File: src/sv/pwv_pkg.sv
// Package for the pulse waveform source: widths, register indexes, shared types.
// Used by every module of the block; depends on nothing.
`timescale 1ns / 1ps

package pwv_pkg;

    localparam int TIME_W      = 32;
    localparam int LEVEL_W     = 32;
    localparam int DATA_W      = 32;
    localparam int PADDR_W     = 5;
    localparam int REG_IDX_W   = 3;
    localparam int QUEUE_DEPTH = 4;
    localparam int QPTR_W      = $clog2(QUEUE_DEPTH);

    localparam logic [REG_IDX_W-1:0] REG_INITIAL = 3'd0;
    localparam logic [REG_IDX_W-1:0] REG_PULSE   = 3'd1;
    localparam logic [REG_IDX_W-1:0] REG_DELAY   = 3'd2;
    localparam logic [REG_IDX_W-1:0] REG_RISE    = 3'd3;
    localparam logic [REG_IDX_W-1:0] REG_WIDTH   = 3'd4;
    localparam logic [REG_IDX_W-1:0] REG_FALL    = 3'd5;
    localparam logic [REG_IDX_W-1:0] REG_PERIOD  = 3'd6;

    typedef struct packed {
        logic signed [LEVEL_W-1:0] initial_level;
        logic signed [LEVEL_W-1:0] pulse_level;
        logic [TIME_W-1:0]         delay_time;
        logic [TIME_W-1:0]         rise_time;
        logic [TIME_W-1:0]         width_time;
        logic [TIME_W-1:0]         fall_time;
        logic [TIME_W-1:0]         period_time;
    } cfg_t;

    // Classified time point passed from the front part to the back part.
    typedef struct packed {
        logic              pre_delay;
        logic [TIME_W-1:0] phase;
    } item_t;

endpackage

File: src/sv/pwv_queue.sv
// Short flop-based queue between the front and back parts.
// Depends on pwv_pkg (item_t, QUEUE_DEPTH, QPTR_W).
`timescale 1ns / 1ps

module pwv_queue (
    input  logic           clk,
    input  logic           rst_n,
    input  logic           push,
    input  pwv_pkg::item_t wdata,
    output logic           full,
    input  logic           pop,
    output pwv_pkg::item_t rdata,
    output logic           empty
);

    localparam int PW = pwv_pkg::QPTR_W;

    pwv_pkg::item_t    mem_reg [0:pwv_pkg::QUEUE_DEPTH-1];
    logic [PW-1:0]     wr_ptr_reg;
    logic [PW-1:0]     rd_ptr_reg;
    logic [PW:0]       count_reg;
    logic [PW:0]       count_next;

    assign full  = (count_reg == (PW+1)'(pwv_pkg::QUEUE_DEPTH));
    assign empty = (count_reg == '0);
    assign rdata = mem_reg[rd_ptr_reg];

    always_comb
    begin
        count_next = count_reg;
        if (push && !pop)
        begin
            count_next = count_reg + 1'b1;
        end
        else if (pop && !push)
        begin
            count_next = count_reg - 1'b1;
        end
    end

    always_ff @(posedge clk or negedge rst_n)
    begin
        if (!rst_n)
        begin
            wr_ptr_reg <= '0;
            rd_ptr_reg <= '0;
            count_reg  <= '0;
        end
        else
        begin
            if (push)
            begin
                wr_ptr_reg <= wr_ptr_reg + 1'b1;
            end
            if (pop)
            begin
                rd_ptr_reg <= rd_ptr_reg + 1'b1;
            end
            count_reg <= count_next;
        end
    end

    always_ff @(posedge clk)
    begin
        if (push)
        begin
            mem_reg[wr_ptr_reg] <= wdata;
        end
    end

`ifndef NO_ASSERTIONS
    a_count_range: assert property (@(posedge clk) disable iff (!rst_n)
        count_reg <= (PW+1)'(pwv_pkg::QUEUE_DEPTH))
        else $error("queue count beyond depth");
    a_no_overflow: assert property (@(posedge clk) disable iff (!rst_n)
        push |-> (!full || pop))
        else $error("push into full queue");
    a_no_underflow: assert property (@(posedge clk) disable iff (!rst_n)
        pop |-> !empty)
        else $error("pop from empty queue");
    a_count_step: assert property (@(posedge clk) disable iff (!rst_n)
        (push && !pop) |=> (count_reg == $past(count_reg) + 1'b1))
        else $error("queue count did not advance on push");
`endif

endmodule

File: config.mk
export PLATFORM = sky130hd
export DESIGN_NAME = pwv_queue
export DESIGN_NICKNAME = d
export VERILOG_FILES = /design/src/sv/pwv_pkg.sv /design/src/sv/pwv_queue.sv
export SDC_FILE = /design/constraint.sdc
export NUM_CORES = 1
export LEC_CHECK = 0
export BUFFER_PORTS_ARGS = -buffer_cell sky130_fd_sc_hd__buf_2
export CAP_MARGIN = 20
export CELL_PAD_IN_SITES_DETAIL_PLACEMENT = 0
export CELL_PAD_IN_SITES_GLOBAL_PLACEMENT = 2
export CORE_UTILIZATION = 45
export CTS_BUF_LIST = sky130_fd_sc_hd__clkbuf_8
export DETAILED_ROUTE_END_ITERATION = 10
export PLACE_DENSITY = 0.9
export SYNTH_ARGS = -nofsm -noshare
export SYNTH_HDL_FRONTEND = slang
export SYNTH_SLANG_ARGS = --single-unit
File: constraint.sdc
create_clock -name clk -period 2.2 [get_ports clk]
set_input_delay 0.44 -clock clk [delete_from_list [all_inputs] [get_ports clk]]
set_output_delay 0.44 -clock clk [all_outputs]
set_load 0.005 [all_outputs]
==> reports/qor.txt, run 1 <==
per-instance average area after synthesis: 25.2 µm²
most instantiated cells after synthesis: sky130_fd_sc_hd__edfxtp_1, sky130_fd_sc_hd__mux4_2, sky130_fd_sc_hd__dfrtp_1
run status: finished clean
Slowest Stage Delay on Critical Path: 0.52 ns
area of the core region: 0.0111 mm²
Detail Route Antenna Nets: 0
Critical Path AT: 1.75 ns
number of iterations in the first detailed-routing pass: 4
static leakage power: 0.00219 µW
Routed wire per std cell: 19.2 µm
max frequency: 457 MHz
clock tree from TritonCTS: yes
clk_lat worst skew: 0.42 ns
portion of the post-synthesis area used by sequential elements: 0.795
number of buffers inserted during clock tree synthesis: 17
fraction of synthesized cell area in xor and xnor cells: 0.0101
area leader, netlist: sky130_fd_sc_hd__edfxtp_1
cell seen most often among critical-path stages: sky130_fd_sc_hd__buf_12
multiplexer share of the synthesized area: 0.148
final clock skew: 0.00772 ns
master of the slowest instance on the critical path: sky130_fd_sc_hd__mux4_2
nets@finish: 348
worst reg2reg endpoint: mem_reg[2][4]
post-layout minimum cycle time: 2.19 ns
H-tree depth: 4
final setup fails: 0
total number of yosys warnings: 0
gr busiest metal: met2
Post-Place Setup Slack: 0.424 ns
count of unresolved DRC violations after routing: 0
ordered list of cells on the worst path: buf_12, buf_12, mux4_2, buf_2
power per cell area: 1280 mW/mm²
share of the synthesized area in compound gates (AO/OA/AOI/OAI): 0.000961
unrepaired setup endpoints after global routing: yes
post-route clock period utilization: 0.996
count of distinct cell types in the synthesized netlist: 19
Hold WC Path Type: in -> reg
final-report hold violation count: 0
input/output buffers: 71
# rows: 38
Max clock buf depth: 2
Final TNS setup: 0 ns
Detailed Route Iter0 Violations: 109
headroom to the max-slew limit: 0.727
top-level port count: 72
Critical R2R Launch: wr_ptr_reg[0]
kind of capture point of the worst setup path: output pin
Final Max Tran Viols: 0
Vias: 2346
worst path setup slack after routing: 0.00971 ns
worst setup path startpoint: rd_ptr_reg[0]
Synthesized Nets: 250
Max Cap Violations: 0
layout cell share with drive strength beyond 1: 0.487
Post-Synth Adder-Cell Area: 0.0159
cell area after synthesis: 0.00521 mm²
max FFs per register: 132
global-route wire length before repair: 13.0 mm
overflow left after global routing: 0
number of sinks driven by the clock tree: 139
Layout Area Growth over Synthesis: 20.2%
met2 global-route usage: 0.239
end of the worst hold path: mem_reg[2][13]
Register-to-Register Setup Slack: 0.62 ns
final wirelength: 8.76 mm
main combinational cell family by area after synthesis: multiplexers
Max Fanout on Critical Path: 9
number of cells traversed by the worst register-to-register path: 4
via count of the first global-routing pass: 2380
total routing usage reported by global routing: 0.158
share of synthesized cell area in and, or, nand and nor gates: 0.00937
vertical extent of the die: 110 µm
worst hold path depth: 1
combined buffer and inverter count along the critical path: 3
root buf cell: sky130_fd_sc_hd__clkbuf_8
most common cell in the netlist: sky130_fd_sc_hd__edfxtp_1
async set-reset flop share out of synthesis: 0.0504
initial core utilization: 0.470
Required @ worst endpoint: 1.76 ns
floorplan die area: 0.0120 mm²
# diodes: 0
top cell type's share of synthesized area: 0.761
Global Route met1 Usage: 0.211
antenna violations before repair: 0
via count normalized by instance count: 5.14
CP top delay family: multiplexers
ys flop type: sky130_fd_sc_hd__edfxtp_1
startpoint type of the worst setup path: flop
post-synthesis register bit count: 139
category of the critical setup timing path: reg -> out
dpl hpwl: 5.13 mm
instance count of the mapped netlist: 207
Worst-path clk slew: 0.08 ns
maximum number of pins on one net before global-route repair: 24
routability cong.: 0.699
number of synthesized flops with an enable pin: 132
x dimension of the die: 110 µm
hold path startpoint: wdata[13]
transition time at the pin with the least slew margin: 0.410 ns
largest cells by area after synthesis: sky130_fd_sc_hd__edfxtp_1, sky130_fd_sc_hd__mux4_2, sky130_fd_sc_hd__dfrtp_1, sky130_fd_sc_hd__mux4_1, sky130_fd_sc_hd__ha_1
IR drop worst, VDD: 0.520 mV
met3 Usage GRT: 0.0539
final cells by class:
class	count	area [µm²]
Clock buffer	17	234
Tap cell	140	175
Inverter	4	15.0
Clock inverter	13	130
Fill cell	846	4820
Timing Repair Buffer	87	616
Sequential cell	139	4140
Multi-Input combinational cell	56	948
stage by stage:
stage	instance area (µm²)	util	hold slack (ns)	instances	total power, µW
floorplan	5210	-	0.144	207	5110
global placement	5780	0.522	0.285	419	5900
detailed placement	5780	0.522	0.283	419	5950
CTS	6140	0.555	0.190	450	7850
global route	6260	0.565	0.189	456	8420
finish	6260	0.565	0.223	456	7990
worst register-to-register path: cells and delay by family, from the launching register on:
kind / cells / cell delay, ns
AND/OR/NAND/NOR: 1 / 0.37
flip-flops: 1 / 0.43
adder cells (fa/ha/maj): 1 / 0.13
buffers and inverters: 2 / 0.34
cells in the final DEF (no fill, tap or decap), drive strengths merged, types with 2 or more instances in the layout:
cell and n:
edfxtp 132, buf 83, mux4 33, clkbuf 20, clkinvlp 7, dfrtp 7
ha 5, inv 4, and2 4, xor2 4, clkinv 4, xnor2 2
nand2 2, bufinv 2
repair_timing:
| item | CTS | global route |
|---|---|---|
| gates resized for setup | 4 | 2 |
| endpoints found under the setup margin | 9 | 32 |
| hold buffers | 1 | 0 |
| gates cloned | 0 | 4 |
| buffers inserted | 0 | 2 |
| hold endpoints to repair | 7 | 0 |
where the power goes:
part	leakage (µW)	internal, µW	switching [µW]	total (µW)
Combinational	0.000733	1370	1120	2490
Clock	0.000162	978	896	1870
Sequential	0.00129	3470	148	3620
cells by family (layout without fill, tap and decap cells):
kind of cell               count (synthesis)  in the layout
DFF                                      139            139
muxes                                     34             34
buffers and inverters                     12            121
and+or+nand+nor                            9              9
adders and majority gates                  6              6
xor gates and xnor gates                   6              6
AOI/OAI and AO/OA                          1              1
worst max path at each step:
| stage | to | cells past startpoint | slack, ns |
|---|---|---|---|
| after floorplan | mem_reg[2][0] | 3 | 0.37 |
| after CTS | rdata[11] | 3 | -0.02 |
| after global routing | rdata[11] | 4 | -0.06 |
| after global placement | rdata[20] | 3 | 0.43 |
| after detailed placement | count_reg[2] | 7 | 0.42 |
| final | rdata[11] | 4 | 0.01 |
layer usage:
| metal | vias to the layer above | wire (µm) |
|---|---|---|
| li1 | 1055 | - |
| met1 | 1215 | 4060 |
| met2 | 63 | 4200 |
| met3 | 13 | 379 |
| met4 | 0 | 123 |
| met5 | - | 0 |
Power figures use the tool's default switching activity.
==> run 2: changes to the inputs <==
Settings changed: CORE_ASPECT_RATIO set to 0.9.
==> reports/qor.txt, run 2 (same netlist as run 1, synthesis figures left out) <==
leading cell type in the layout, fill and taps excluded: sky130_fd_sc_hd__edfxtp_1
final cell count without fillers: 463 (+1.5%)
clk_lat worst skew: 0.43 ns (about the same)
Critical R2R Launch: count_reg[0]
area of the core region: 0.0110 mm² (-0.38%)
number of sinks driven by the clock tree: 139 (unchanged)
Final TNS setup: -0.0789 ns (-0.0789 ns)
dpl hpwl: 4.69 mm (-8.7%)
sequential fraction of design power: 0.442 (-0.011)
Final Max Tran Viols: 0 (unchanged)
final wirelength: 8.02 mm (-8.4%)
input/output buffers: 71 (unchanged)
share of total power in the clock network: 0.276 (+0.041)
kind of capture point of the worst setup path: output pin
overflow left after global routing: 0 (unchanged)
proportion of total power due to net switching: 0.259 (-0.0122)
total instance count after detailed placement: 429 (+2.4%)
FILL cells: 846 (unchanged)
unrepaired setup endpoints after global routing: yes
Hold WC Path Type: in -> reg
startpoint type of the worst setup path: flop
x dimension of the die: 115 µm (+5.3%)
IR drop worst, VDD: 0.627 mV (+20%)
headroom to the max-slew limit: 0.850 (+0.123)
Critical Path AT: 1.78 ns (+0.03 ns)
master of the slowest instance on the critical path: sky130_fd_sc_hd__mux4_2
post-route clock period utilization: 1.01 (+0.0149)
final clock skew: 0.00875 ns (+0.00103 ns)
power per cell area: 1310 mW/mm² (+2.4%)
worst reg2reg endpoint: count_reg[2]
Slowest Stage Delay on Critical Path: 0.53 ns (about the same)
hold path startpoint: wdata[9]
Max Cap Violations: 0 (unchanged)
share of power burned in combinational logic: 0.283 (-0.029)
number of iterations in the first detailed-routing pass: 4 (unchanged)
maximum number of pins on one net before global-route repair: 35 (+46%)
routability cong.: 0.658 (-5.9%)
vertical extent of the die: 104 µm (-5.0%)
Max clock buf depth: 2 (unchanged)
post-layout minimum cycle time: 2.22 ns (+0.0328 ns)
Routed wire per std cell: 17.3 µm (-9.8%)
ordered list of cells on the worst path: buf_12, mux4_2, buf_2
via count of the first global-routing pass: 2429 (+2.1%)
most used cells in the layout excluding fill and tap cells: sky130_fd_sc_hd__edfxtp_1, sky130_fd_sc_hd__buf_2, sky130_fd_sc_hd__mux4_2, sky130_fd_sc_hd__clkbuf_8, sky130_fd_sc_hd__buf_12
nets@finish: 342 (-1.7%)
# rows: 36 (-5.3%)
Required @ worst endpoint: 1.76 ns (about the same)
Detailed Route Iter0 Violations: 89 (-18%)
static leakage power: 0.00221 µW (+0.77%)
max frequency: 450 MHz (-1.5%)
H-tree depth: 4 (unchanged)
total routing usage reported by global routing: 0.151 (-0.00777)
final-report hold violation count: 0 (unchanged)
worst path setup slack after routing: -0.0231 ns (-0.0328 ns)
final core occ: 0.572 (+0.00660)
transition time at the pin with the least slew margin: 0.225 ns (-0.185 ns)
root buf cell: sky130_fd_sc_hd__clkbuf_8
Vias: 2272 (-3.2%)
initial core utilization: 0.472 (+0.00181)
via count normalized by instance count: 4.91 (-4.6%)
failing checks: setup timing
category of the critical setup timing path: reg -> out
clock tree from TritonCTS: yes
final setup fails: 7 (+7)
sw power: 2140 µW (-1.4%)
Layout Area Growth over Synthesis: 21.1%
end of the worst hold path: mem_reg[1][9]
worst hold path depth: 1 (unchanged)
floorplan die area: 0.0120 mm² (about the same)
number of buffers inserted during clock tree synthesis: 17 (unchanged)
Register-to-Register Setup Slack: 0.79 ns (+0.17 ns)
antenna violations before repair: 0 (unchanged)
count of unresolved DRC violations after routing: 0 (unchanged)
# diodes: 0 (unchanged)
Tot Pwr: 8240 µW (+3.2%)
layout cell share with drive strength beyond 1: 0.486 (-0.00181)
internal cell power: 6110 µW (+5.0%)
Worst-path clk slew: 0.08 ns (about the same)
run status: finished, violations left
global-route wire length before repair: 12.7 mm (-2.0%)
number of cells traversed by the worst register-to-register path: 4 (unchanged)
Max Fanout on Critical Path: 17 (+8)
top-level port count: 72 (unchanged)
Detail Route Antenna Nets: 0 (unchanged)
max FFs per register: 132 (unchanged)
Hold Worst Slack: 0.214 ns (-0.00942 ns)
-- run 2: layout make-up --
class	count	area, µm²	share of cell area
sequential	139	4140	0.656
clock buffer	17	234	0.0371
multi-input combinational	56	948	0.150
tap	152	190	0.0301
inverter	4	15.0	0.00238
clock inverter	14	221	0.0351
timing repair buffer	81	558	0.0885
-- run 2: worst max-delay path, delay by kind of cell (launching register included) --
kind | cells | cell delay (ns)
buffers and inverters | 2 | 0.35
flip-flops | 1 | 0.46
multiplexers | 1 | 0.53
-- run 2: power groups by stage --
stage	clock network, µW	logic [µW]	registers [µW]
after floorplan	0	1480	3640
after global placement	0	2210	3690
after detailed placement	0	2240	3720
after CTS	2340	2340	3650
after global routing	2450	2550	3680
final	2270	2330	3640
-- run 2: stage by stage --
step	worst slack, ns	instance area (µm²)
after floorplan	0.374	5210
after global placement	0.323	5810
after detailed placement	0.310	5810
after CTS	-0.0757	6280
after global routing	-0.113	6310
final	-0.0231	6310
-- run 2: worst max path at each step --
stage                  startpoint            end  slack, ns  cells past startpoint
floorplan           wr_ptr_reg[0]  mem_reg[2][0]       0.37                      3
global placement    rd_ptr_reg[0]      rdata[19]       0.32                      3
detailed placement  rd_ptr_reg[0]      rdata[19]       0.31                      3
CTS                 rd_ptr_reg[0]      rdata[19]      -0.08                      3
global route        rd_ptr_reg[0]      rdata[19]      -0.11                      3
finish              rd_ptr_reg[0]       rdata[3]      -0.02                      3
-- run 2: what timing repair did --
item | in CTS | in global routing
hold buffers | 1 | 0
setup buffers | 2 | 0
endpoints found under the hold margin | 7 | 0
resized for setup | 5 | 4
endpoints found under the setup margin | 31 | 28
-- run 2: layer usage --
| layer | track usage | up-vias | routed length, µm |
|---|---|---|---|
| met3 | 0.0583 | 9 | 533 |
| met4 | 0.0779 | 0 | 93 |
| met1 | 0.178 | 1143 | 3290 |
| met5 | 0 | - | 0 |
| li1 | - | 1047 | - |
| met2 | 0.238 | 73 | 4100 |
